File: src/sv/assert_macros.svh
// ---------------------------------------------------------------------------
// assert_macros.svh
// Clocked assertion helpers used by sorted_pair_table_by_lag.
// ---------------------------------------------------------------------------
`ifndef ASSERT_MACROS_SVH
`define ASSERT_MACROS_SVH

// Property that must hold at every clock edge outside reset
`define AST_PROP(lbl, clk, rstn, prop) \
  lbl: assert property (@(posedge clk) disable iff (!rstn) (prop)) \
    else $error("assertion failed");

// Overlapping implication outside reset
`define AST_IMPL(lbl, clk, rstn, ante, cons) \
  lbl: assert property (@(posedge clk) disable iff (!rstn) (ante) |-> (cons)) \
    else $error("implication failed");

// Next-cycle implication outside reset
`define AST_NEXT(lbl, clk, rstn, ante, cons) \
  lbl: assert property (@(posedge clk) disable iff (!rstn) (ante) |=> (cons)) \
    else $error("next-cycle implication failed");

`endif

File: src/sv/spt_ram.sv
// ---------------------------------------------------------------------------
// spt_ram
// Simple dual-port synchronous RAM, one write and one registered read port.
// ---------------------------------------------------------------------------
module spt_ram #(
  parameter int WIDTH = 8,
  parameter int DEPTH = 16,
  localparam int AW = (DEPTH > 1) ? $clog2(DEPTH) : 1
) (
  input  logic             clk,
  input  logic             we,
  input  logic [AW-1:0]    waddr,
  input  logic [WIDTH-1:0] wdata,
  input  logic [AW-1:0]    raddr,
  output logic [WIDTH-1:0] rdata
);

  logic [WIDTH-1:0] mem [DEPTH];

  // Write port
  always_ff @(posedge clk) begin
    if (we) begin
      mem[waddr] <= wdata;
    end
  end

  // Read port, registered
  always_ff @(posedge clk) begin
    rdata <= mem[raddr];
  end

endmodule

File: config.mk
export PLATFORM = sky130hd
export DESIGN_NAME = spt_ram
export DESIGN_NICKNAME = d
export VERILOG_FILES = /design/src/sv/assert_macros.svh /design/src/sv/spt_ram.sv
export SDC_FILE = /design/constraint.sdc
export NUM_CORES = 1
export LEC_CHECK = 0
export ABC_AREA = 1
export BUFFER_PORTS_ARGS = -buffer_cell sky130_fd_sc_hd__buf_2
export CAP_MARGIN = 20
export CORE_MARGIN = 2
export CORE_UTILIZATION = 45
export CTS_CLUSTER_DIAMETER = 50
export CTS_CLUSTER_SIZE = 10
export DETAILED_ROUTE_END_ITERATION = 10
export PLACE_DENSITY = 0.67
export SLEW_MARGIN = 5
export SYNTH_ARGS = -nofsm -noshare
export SYNTH_HDL_FRONTEND = slang
export SYNTH_SLANG_ARGS = --single-unit
export TNS_END_PERCENT = 5
File: constraint.sdc
create_clock -name clk -period 1.2 [get_ports clk]
set_input_delay 0.18 -clock clk [delete_from_list [all_inputs] [get_ports clk]]
set_output_delay 0.18 -clock clk [all_outputs]
set_load 0.02 [all_outputs]
==> out/results.ini, run 1 <==
[power]
seq_power_share_pct=44.9
combinationalPowerShare_pct=5.9
vdd_drop_max_uv=862
netSwitchingFraction_pct=20.6
clock_power_share_pct=49.1
power.leakage_nw=3.02
p_int_mw=9.44
power_density_nw_per_um2=1720
power_switching_mw=2.45

[worst_setup_path]
required_ns=1.02
rr_endpoint=rdata[4]
cp-end-kind=output port
ff2ff_path_depth=6
rr_startpoint=mem[5][4]
path_buf_inv=1
cp_slowest_cell=dfxtp_1
arrival_ns=0.95
path_cells=buf_2
cpLargestDelayFamily=flip-flops
ff2ff_setup_slack_ns=0.23
crit_type=flop to output port
worstPathMaxFanout=1
critPathLaunchType=flop
slowest_delay_ns=0.35

[logic_synthesis]
synth_top_cell_area_share_pct=66.7
synth-seq-area-share_pct=69.4
synth_top_cell_by_area=edfxtp_1
syn_nets=569
syn_area_sq_um=5770
synthTopCellsByArea=edfxtp_1 (67%), nand2_1 (11%), nand3_1 (8.4%)
synth_cell_types=12
yosys_warnings=0
syn_area_per_cell_sq_um=10.5
ys_ff_latch=136
syn_inst=551

[die]
die_x_microns=117
core_sq_um=12600
die_height_microns=117
start_util_pct=45.9
die-area_sq_um=13700
rows=41
io_pins=26

[detailed_routing]
detail_route.wl_per_cell_microns=16.0
dr.pass1.iters=5
wl_microns=12600
postRouteAntennaNets=0
vias_per_cell=4.94
remaining_drc_errors=0
drt-initial-drc-count=326
vias=3882

[layout]
final_common_cell=nand2_1
fin_nets=619
drive_above_1_share_pct=14.5
n_antenna_cell=0
final_cells=786
area_delta_synth_final_pct=19.7
layout_common_cells=nand2_1 (173), edfxtp_1 (128), inv_1 (100)

[worst_hold_path]
hp-start=raddr[2]
min_path_cells=4
holdPathEnd=rdata[2]
hold_class=input port to flop

[place]
dp_hpwl_microns=7920
gp_congestion=0.812
pre_cts_ws_ns=-0.000450
placed_cells=754
portBuffers=25

[grt]
grt_pass1_wl_microns=19600
grt.total_usage_pct=20.1
antenna_found_initial=0
grt_overflow_total=0
grt_pass1_vias=3702
grt_max_degree=52

[cts]
clockRootBuffer=clkbuf_16
cts_hold_buf=0
cts_tree=yes
worst_skew_pair.late_latency_ns=0.42
htreeDepth=4
clk_pin_slew_worst_paths_ns=0.06
cts_setup_buffers=0
numClockSinks=136
cts_buffers=17
post_cts_resize_count=0
cts_buffer_depth=2

[sta]
slew_headroom_pct=76.0
layout_min_cycle_time_ns=1.13
worstMarginPinSlew_ns=0.361
hold_viol_final=0
finalCritPeriodShare_pct=93.8
fin_skew_ns=0.00474
rsz0062_at_grt=no
max_freq_mhz=888
slew_violations=0
fin_ws_ns=0.0739
setup_viol=0

[run]
max_cap_viol_count=0

[run_status]
status=completed

==> state kept, by name, indices dropped and copies added, names as in the netlist <==
name	flops
rdata	8
mem	128
==> worst max path at each step <==
stage | cells past startpoint | end | startpoint | slack [ns]
after floorplan | 2 | mem[4][0] | waddr[3] | 0.07
after global routing | 1 | rdata[2] | rdata[2] | 0.04
after CTS | 1 | rdata[2] | rdata[2] | 0.05
final | 1 | rdata[2] | rdata[2] | 0.07
after global placement | 4 | mem[4][2] | waddr[3] | 0.01
after detailed placement | 5 | mem[0][0] | waddr[1] | -0.0005
==> metal layers <==
metal  share of wire [%]  GRT usage, %
met2                  51          32.7
met3                 6.5          5.05
met5                   0             0
met1                  40          25.5
met4                 2.4          9.02
==> power by group through the flow <==
stage               Clock (mW)  Combinational (mW)  Sequential (mW)
CTS                       5.88               0.709             5.34
detailed placement           0               0.700             5.44
global placement             0               0.687             5.44
finish                    5.84               0.702             5.34
floorplan                    0               0.375             5.47
global route              6.14               0.781             5.35
==> kinds of logic after synthesis <==
kind of cell,after synthesis,share of synthesized area [%]
buffers and inverters,126,9.52
flip-flops,136,69.4
AND/OR/NAND/NOR,289,21.0
==> worst register-to-register path: cells and delay by family, from the launching register on <==
| kind | cells | cell delay (ns) |
|---|---|---|
| simple gates | 5 | 0.43 |
| flops | 1 | 0.36 |
| buf+inv | 1 | 0.06 |
==> final cells by class <==
cell class | instances | area [sq um]
well taps | 172 | 215
repair buffers | 55 | 413
multi-input cells | 289 | 1210
flip-flops and latches | 136 | 4000
clock buffers | 21 | 480
clock inverters | 11 | 193
inverters | 102 | 383
fillers | 1059 | 5670
==> Yosys cell counts <==
| master | number |
|---|---|
| buf_1 | 1 |
| edfxtp_1 | 128 |
| nor2_1 | 17 |
| inv_1 | 100 |
| nand2_1 | 173 |
| buf_4 | 4 |
| buf_6 | 6 |
| nand3_1 | 97 |
| dfxtp_1 | 8 |
| buf_2 | 13 |
| nand3b_1 | 2 |
| inv_2 | 2 |
==> stage by stage <==
step	power, mW	hold WS (ns)	area [sq um]	utilization [%]	setup TNS, ns
3_5_place_dp	6.14	0.560	6230	49.6	-0.00144
5_1_grt	12.3	0.172	6900	54.9	0
6_report	11.9	0.148	6900	54.9	0
3_3_place_gp	6.13	0.561	6230	49.6	0
2_1_floorplan	5.85	0.279	5770	-	0
4_1_cts	11.9	0.144	6900	54.9	0
(Power assumes the default switching activity.)
==> inputs of run 2 (changes only) <==
- CORE_ASPECT_RATIO: not set -> 2
- CTS_BUF_LIST: not set -> sky130_fd_sc_hd__clkbuf_2
==> out/results.ini, run 2 (synthesis results as in run 1) <==
[power]
combinationalPowerShare_pct=8.2  ; +2.3 points
netSwitchingFraction_pct=23.0  ; +2.4 points
power_density_nw_per_um2=1360  ; -21%
vdd_drop_max_uv=752  ; -13%
power.leakage_nw=2.90  ; -3.9%
p_int_mw=6.94  ; -26%
clock_power_share_pct=32.5  ; -17 points
seq_power_share_pct=59.3  ; +14 points
power_switching_mw=2.08  ; -15%

[grt]
grt_overflow_total=0  ; unchanged
grt.total_usage_pct=18.6  ; -1.5 points
grt_pass1_vias=3755  ; +1.4%
antenna_found_initial=1  ; +1
grt_max_degree=65  ; +25%
grt_pass1_wl_microns=18900  ; -3.5%

[sta]
worstMarginPinSlew_ns=0.441  ; +0.0800 ns
setup_viol=8  ; +8
hold_viol_final=0  ; unchanged
slew_headroom_pct=70.6  ; -5.3 points
fin_ws_ns=-0.140  ; -0.214 ns
slew_violations=0  ; unchanged
rsz0062_at_grt=yes
fin_skew_ns=0.0241  ; +0.0194 ns
max_freq_mhz=746  ; -16%
finalCritPeriodShare_pct=112  ; +18 points
layout_min_cycle_time_ns=1.34  ; +0.214 ns

[die]
core_sq_um=12600  ; -0.11%
die-area_sq_um=13800  ; +0.40%
rows=58  ; +41%
io_pins=26  ; unchanged
die_x_microns=84.0  ; -28%
start_util_pct=45.9  ; +0.050 points
die_height_microns=164  ; +40%

[worst_setup_path]
cp-end-kind=output port
worstPathMaxFanout=1  ; unchanged
slowest_delay_ns=0.38  ; +0.03 ns
required_ns=1.02  ; about the same
arrival_ns=1.16  ; +0.21 ns
path_cells=buf_6
cp_slowest_cell=dfxtp_2
path_buf_inv=1  ; unchanged
cpLargestDelayFamily=flip-flops
crit_type=flop to output port
critPathLaunchType=flop

[place]
pre_cts_ws_ns=-0.0434  ; -0.0430 ns
portBuffers=25  ; unchanged
dp_hpwl_microns=8330  ; +5.1%
placed_cells=731  ; -3.1%
gp_congestion=0.776  ; -4.3%

[cts]
cts_buffer_depth=2  ; unchanged
clk_pin_slew_worst_paths_ns=0.18  ; +0.12 ns
htreeDepth=4  ; unchanged
cts_setup_buffers=0  ; unchanged
cts_tree=yes
worst_skew_pair.late_latency_ns=0.67  ; +0.25 ns
cts_buffers=17  ; unchanged
clockRootBuffer=clkbuf_2
numClockSinks=136  ; unchanged

[detailed_routing]
detail_route.wl_per_cell_microns=15.8  ; -1.4%
drt-initial-drc-count=313  ; -4.0%
vias_per_cell=4.99  ; +1.1%
vias=3854  ; -0.72%
remaining_drc_errors=0  ; unchanged
wl_microns=12200  ; -3.1%
postRouteAntennaNets=0  ; unchanged
dr.pass1.iters=5  ; unchanged

[layout]
fin_nets=627  ; +1.3%
final_cells=772  ; -1.8%
biggestRegsByFlops=mem x128, rdata x8
layout_common_cells=nand2_1 (173), edfxtp_1 (128), inv_1 (100)
area_delta_synth_final_pct=14.7
largest_reg_flops=128  ; unchanged
finish.utilization_pct=52.7  ; -2.2 points
drive_above_1_share_pct=15.1  ; +0.64 points
final_common_cell=nand2_1
largest-register=mem

[worst_hold_path]
hold_class=input port to flop

[run_status]
status=complete, but fails checks
violations=negative setup slack

[run]
max_cap_viol_count=0  ; unchanged

==> run 2: cell types whose count changed in the layout (fill, tap and decap cells not counted), moves of 4 or more <==
cell / before / now
buf_6: 0 / 8
buf_2: 25 / 17
dfxtp_1: 8 / 0
dfxtp_2: 0 / 8
clkbuf_8: 4 / 0
dlygate4sd3_1: 0 / 9
clkbuf_2: 0 / 18
clkbuf_16: 17 / 0
==> run 2: area by class of cell <==
cell class                      count  area, sq um
Tap cell                          150          188
Fill cell                        1091         5940
Clock inverter                     13          180
Timing Repair Buffer               63          546
Sequential cell                   136         4010
Antenna cell                        1         2.50
Clock buffer                       18         90.1
Multi-Input combinational cell    289         1210
Inverter                          102          383
==> run 2: metrics by stage <==
stage               hold WS [ns]  cell area (sq um)  power (mW)  setup TNS, ns
global placement           0.570               6190        6.11         -0.156
CTS                      0.00604               6610        9.09          -1.46
floorplan                  0.279               5770        5.85              0
finish                    0.0385               6620        9.02          -1.02
detailed placement         0.585               6190        6.14         -0.331
global route              0.0127               6620        9.36          -1.71
==> run 2: path summary, 6_finish.rpt <==
| kind | startpoint | cells past startpoint | slack [ns] | end |
|---|---|---|---|---|
| min | raddr[2] | 6 | 0.04 | rdata[3] |
| max reg2reg | mem[1][6] | 6 | 0.21 | rdata[6] |
| min reg2reg | mem[11][3] | 6 | 0.70 | rdata[3] |
| max | rdata[7] | 1 | -0.14 | rdata[7] |
==> run 2: worst min-delay path, cell delays in order <==
cell     delay (ns)
buf_2          0.09
inv_1          0.05
buf_12         0.15
nand3_1        0.08
nand3_1        0.06
nand2_1        0.07
==> run 2: what timing repair did <==
item / in CTS / in global routing
gates resized for setup: 24 / 0
endpoints found under the hold margin: 136 / 0
setup endpoints to repair: 8 / 8
hold buffers: 9 / 0
==> run 2: metal layers <==
layer,GRT usage (%),up-vias,wire [microns]
met1,19.2,1833,4410
met4,7.18,0,255
met5,0,-,0
met2,36.2,115,7060
li1,-,1890,-
met3,3.52,16,427
==> run 2: power by group through the flow <==
stage	Clock, mW	Sequential (mW)	Combinational, mW
5_1_grt	3.18	5.36	0.819
4_1_cts	2.99	5.35	0.753
2_1_floorplan	0	5.47	0.375
3_5_place_dp	0	5.44	0.692
6_report	2.93	5.35	0.742
3_3_place_gp	0	5.44	0.673
==> inputs of run 3 (changes only) <==
- ABC_CLOCK_PERIOD_IN_PS: not set -> 1200
- CELL_PAD_IN_SITES_DETAIL_PLACEMENT: not set -> 0
- CELL_PAD_IN_SITES_GLOBAL_PLACEMENT: not set -> 2
- CORE_UTILIZATION: 45 -> 38
- CTS_CLUSTER_DIAMETER: 50 -> not set
- PLACE_DENSITY: 0.67 -> 0.81
==> out/results.ini, run 3 (synthesis results as in run 1) <==
[die]
rows=63  ; +8.6%
die_x_microns=91.1  ; +8.4%
io_pins=26  ; unchanged
die_height_microns=178  ; +8.6%
core_sq_um=14800  ; +18%
start_util_pct=38.9  ; -7.0 points
die-area_sq_um=16200  ; +18%

[worst_setup_path]
path_cells=buf_6
slowest_delay_ns=0.41  ; +0.03 ns
required_ns=1.02  ; about the same
crit_type=flop to output port
cp_slowest_cell=dfxtp_4
worstPathMaxFanout=1  ; unchanged
critPathLaunchType=flop
cp-end-kind=output port
arrival_ns=1.20  ; +0.04 ns
path_buf_inv=1  ; unchanged
cpLargestDelayFamily=flip-flops

[power]
p_int_mw=6.64  ; -4.3%
seq_power_share_pct=59.8  ; +0.5 points
power_density_nw_per_um2=1320  ; -3.1%
vdd_drop_max_uv=674  ; -10%
power.leakage_nw=2.94  ; +1.4%
netSwitchingFraction_pct=25.8  ; +2.8 points
clock_power_share_pct=31.2  ; -1.3 points
combinationalPowerShare_pct=9.0  ; +0.8 points
power_switching_mw=2.31  ; +11%

[layout]
final_cells=826  ; +7.0%
area_delta_synth_final_pct=17.4
biggestRegsByFlops=mem x128, rdata x8
regArea_sq_um=4020  ; +0.12%
drive_above_1_share_pct=16.2  ; +1.1 points
largest-register=mem
final_common_cell=nand2_1
layout_common_cells=nand2_1 (173), edfxtp_1 (128), inv_1 (100)
largest_reg_flops=128  ; unchanged
multi_input_comb_area_sq_um=1210  ; unchanged
fin_nets=635  ; +1.3%
fillers=1490  ; +37%

[cts]
numClockSinks=136  ; unchanged
cts_setup_buffers=0  ; unchanged
cts_buffers=17  ; unchanged
clk_pin_slew_worst_paths_ns=0.21  ; +0.03 ns
clockRootBuffer=clkbuf_2
worst_skew_pair.late_latency_ns=0.67  ; about the same
cts_tree=yes
cts_buffer_depth=2  ; unchanged
htreeDepth=4  ; unchanged

[sta]
slew_violations=0  ; unchanged
setup_viol=8  ; unchanged
max_freq_mhz=727  ; -2.7%
hold_viol_final=0  ; unchanged
finalCritPeriodShare_pct=115  ; +3.1 points
worstMarginPinSlew_ns=0.475  ; +0.0339 ns
slew_headroom_pct=68.3  ; -2.3 points
layout_min_cycle_time_ns=1.38  ; +0.0368 ns
fin_skew_ns=0.0385  ; +0.0144 ns
fin_ws_ns=-0.176  ; -0.0368 ns
rsz0062_at_grt=yes

[grt]
grt.total_usage_pct=17.8  ; -0.79 points
grt_max_degree=33  ; -49%
grt_pass1_wl_microns=21100  ; +11%
antenna_found_initial=1  ; unchanged
grt_overflow_total=0  ; unchanged
grt_pass1_vias=3894  ; +3.7%

[detailed_routing]
dr.pass1.iters=4  ; -1
wl_microns=13500  ; +11%
remaining_drc_errors=0  ; unchanged
vias_per_cell=4.67  ; -6.4%
vias=3861  ; +0.18%
drt-initial-drc-count=231  ; -26%
detail_route.wl_per_cell_microns=16.4  ; +3.9%
postRouteAntennaNets=0  ; unchanged

[run_status]
violations=negative setup slack
status=complete, but fails checks

[place]
pre_cts_ws_ns=-0.0476  ; -0.00418 ns
dp_hpwl_microns=9410  ; +13%
portBuffers=25  ; unchanged
placed_cells=782  ; +7.0%
gp_congestion=0.802  ; +3.3%

[worst_hold_path]
hold_class=input port to flop

[run]
max_cap_viol_count=0  ; unchanged

run 3: cell types whose count changed in the layout (fill, tap and decap cells not counted), sizes merged:
cell and delta:
inv +7, buf +6, clkinv -5, bufinv -2, dlygate4sd3 +2, clkinvlp +1
run 3: metrics by stage:
step	total power [mW]	area, sq um	util (%)	setup TNS, ns	hold slack (ns)
floorplan	5.85	5770	-	0	0.279
global placement	6.19	6340	42.8	-1.15	0.556
detailed placement	6.20	6340	42.8	-1.80	0.575
CTS	9.06	6770	45.7	-1.83	0.0711
global route	9.31	6770	45.7	-2.02	0.100
finish	8.95	6770	45.7	-1.22	0.142
run 3: repair_timing:
| action | 4_1_cts | 5_1_grt |
|---|---|---|
| hold endpoints to repair | 136 | 0 |
| endpoints found under the setup margin | 8 | 8 |
| hold buffers | 11 | 0 |
| gates resized for setup | 26 | 0 |
run 3: final timing paths:
path	slack, ns	to	cells after the start	start
hold / removal	0.14	rdata[6]	7	raddr[0]
hold reg to reg	0.67	rdata[0]	6	mem[2][0]
setup / recovery	-0.18	rdata[7]	1	rdata[7]
setup reg to reg	0.22	rdata[7]	6	mem[4][7]
run 3: cell type report:
class	count	area share (%)
flip-flops and latches	136	59.3
multi-input cells	289	17.9
repair buffers	71	9.75
inverters	102	5.65
well taps	195	3.60
clock inverters	14	2.36
clock buffers	18	1.33
diodes	1	0.0369
run 3: routing by layer:
| metal | wire length, microns | global-route usage (%) | up-vias |
|---|---|---|---|
| li1 | - | - | 1904 |
| met1 | 5080 | 18.5 | 1835 |
| met2 | 7610 | 34.0 | 97 |
| met3 | 363 | 3.04 | 25 |
| met4 | 464 | 8.78 | 0 |
| met5 | 0 | 0 | - |
run 3: power groups by stage:
stage | logic [mW] | clock network [mW] | registers, mW
finish | 0.803 | 2.79 | 5.35
global route | 0.890 | 3.05 | 5.37
CTS | 0.817 | 2.88 | 5.36
detailed placement | 0.751 | 0 | 5.45
global placement | 0.744 | 0 | 5.45
floorplan | 0.375 | 0 | 5.47
run 3: worst reg2reg max path: cells and delay by family (launching register included):
family	cells	cell delay [ns]
flops	1	0.46
simple gates	5	0.34
buf+inv	1	0.08
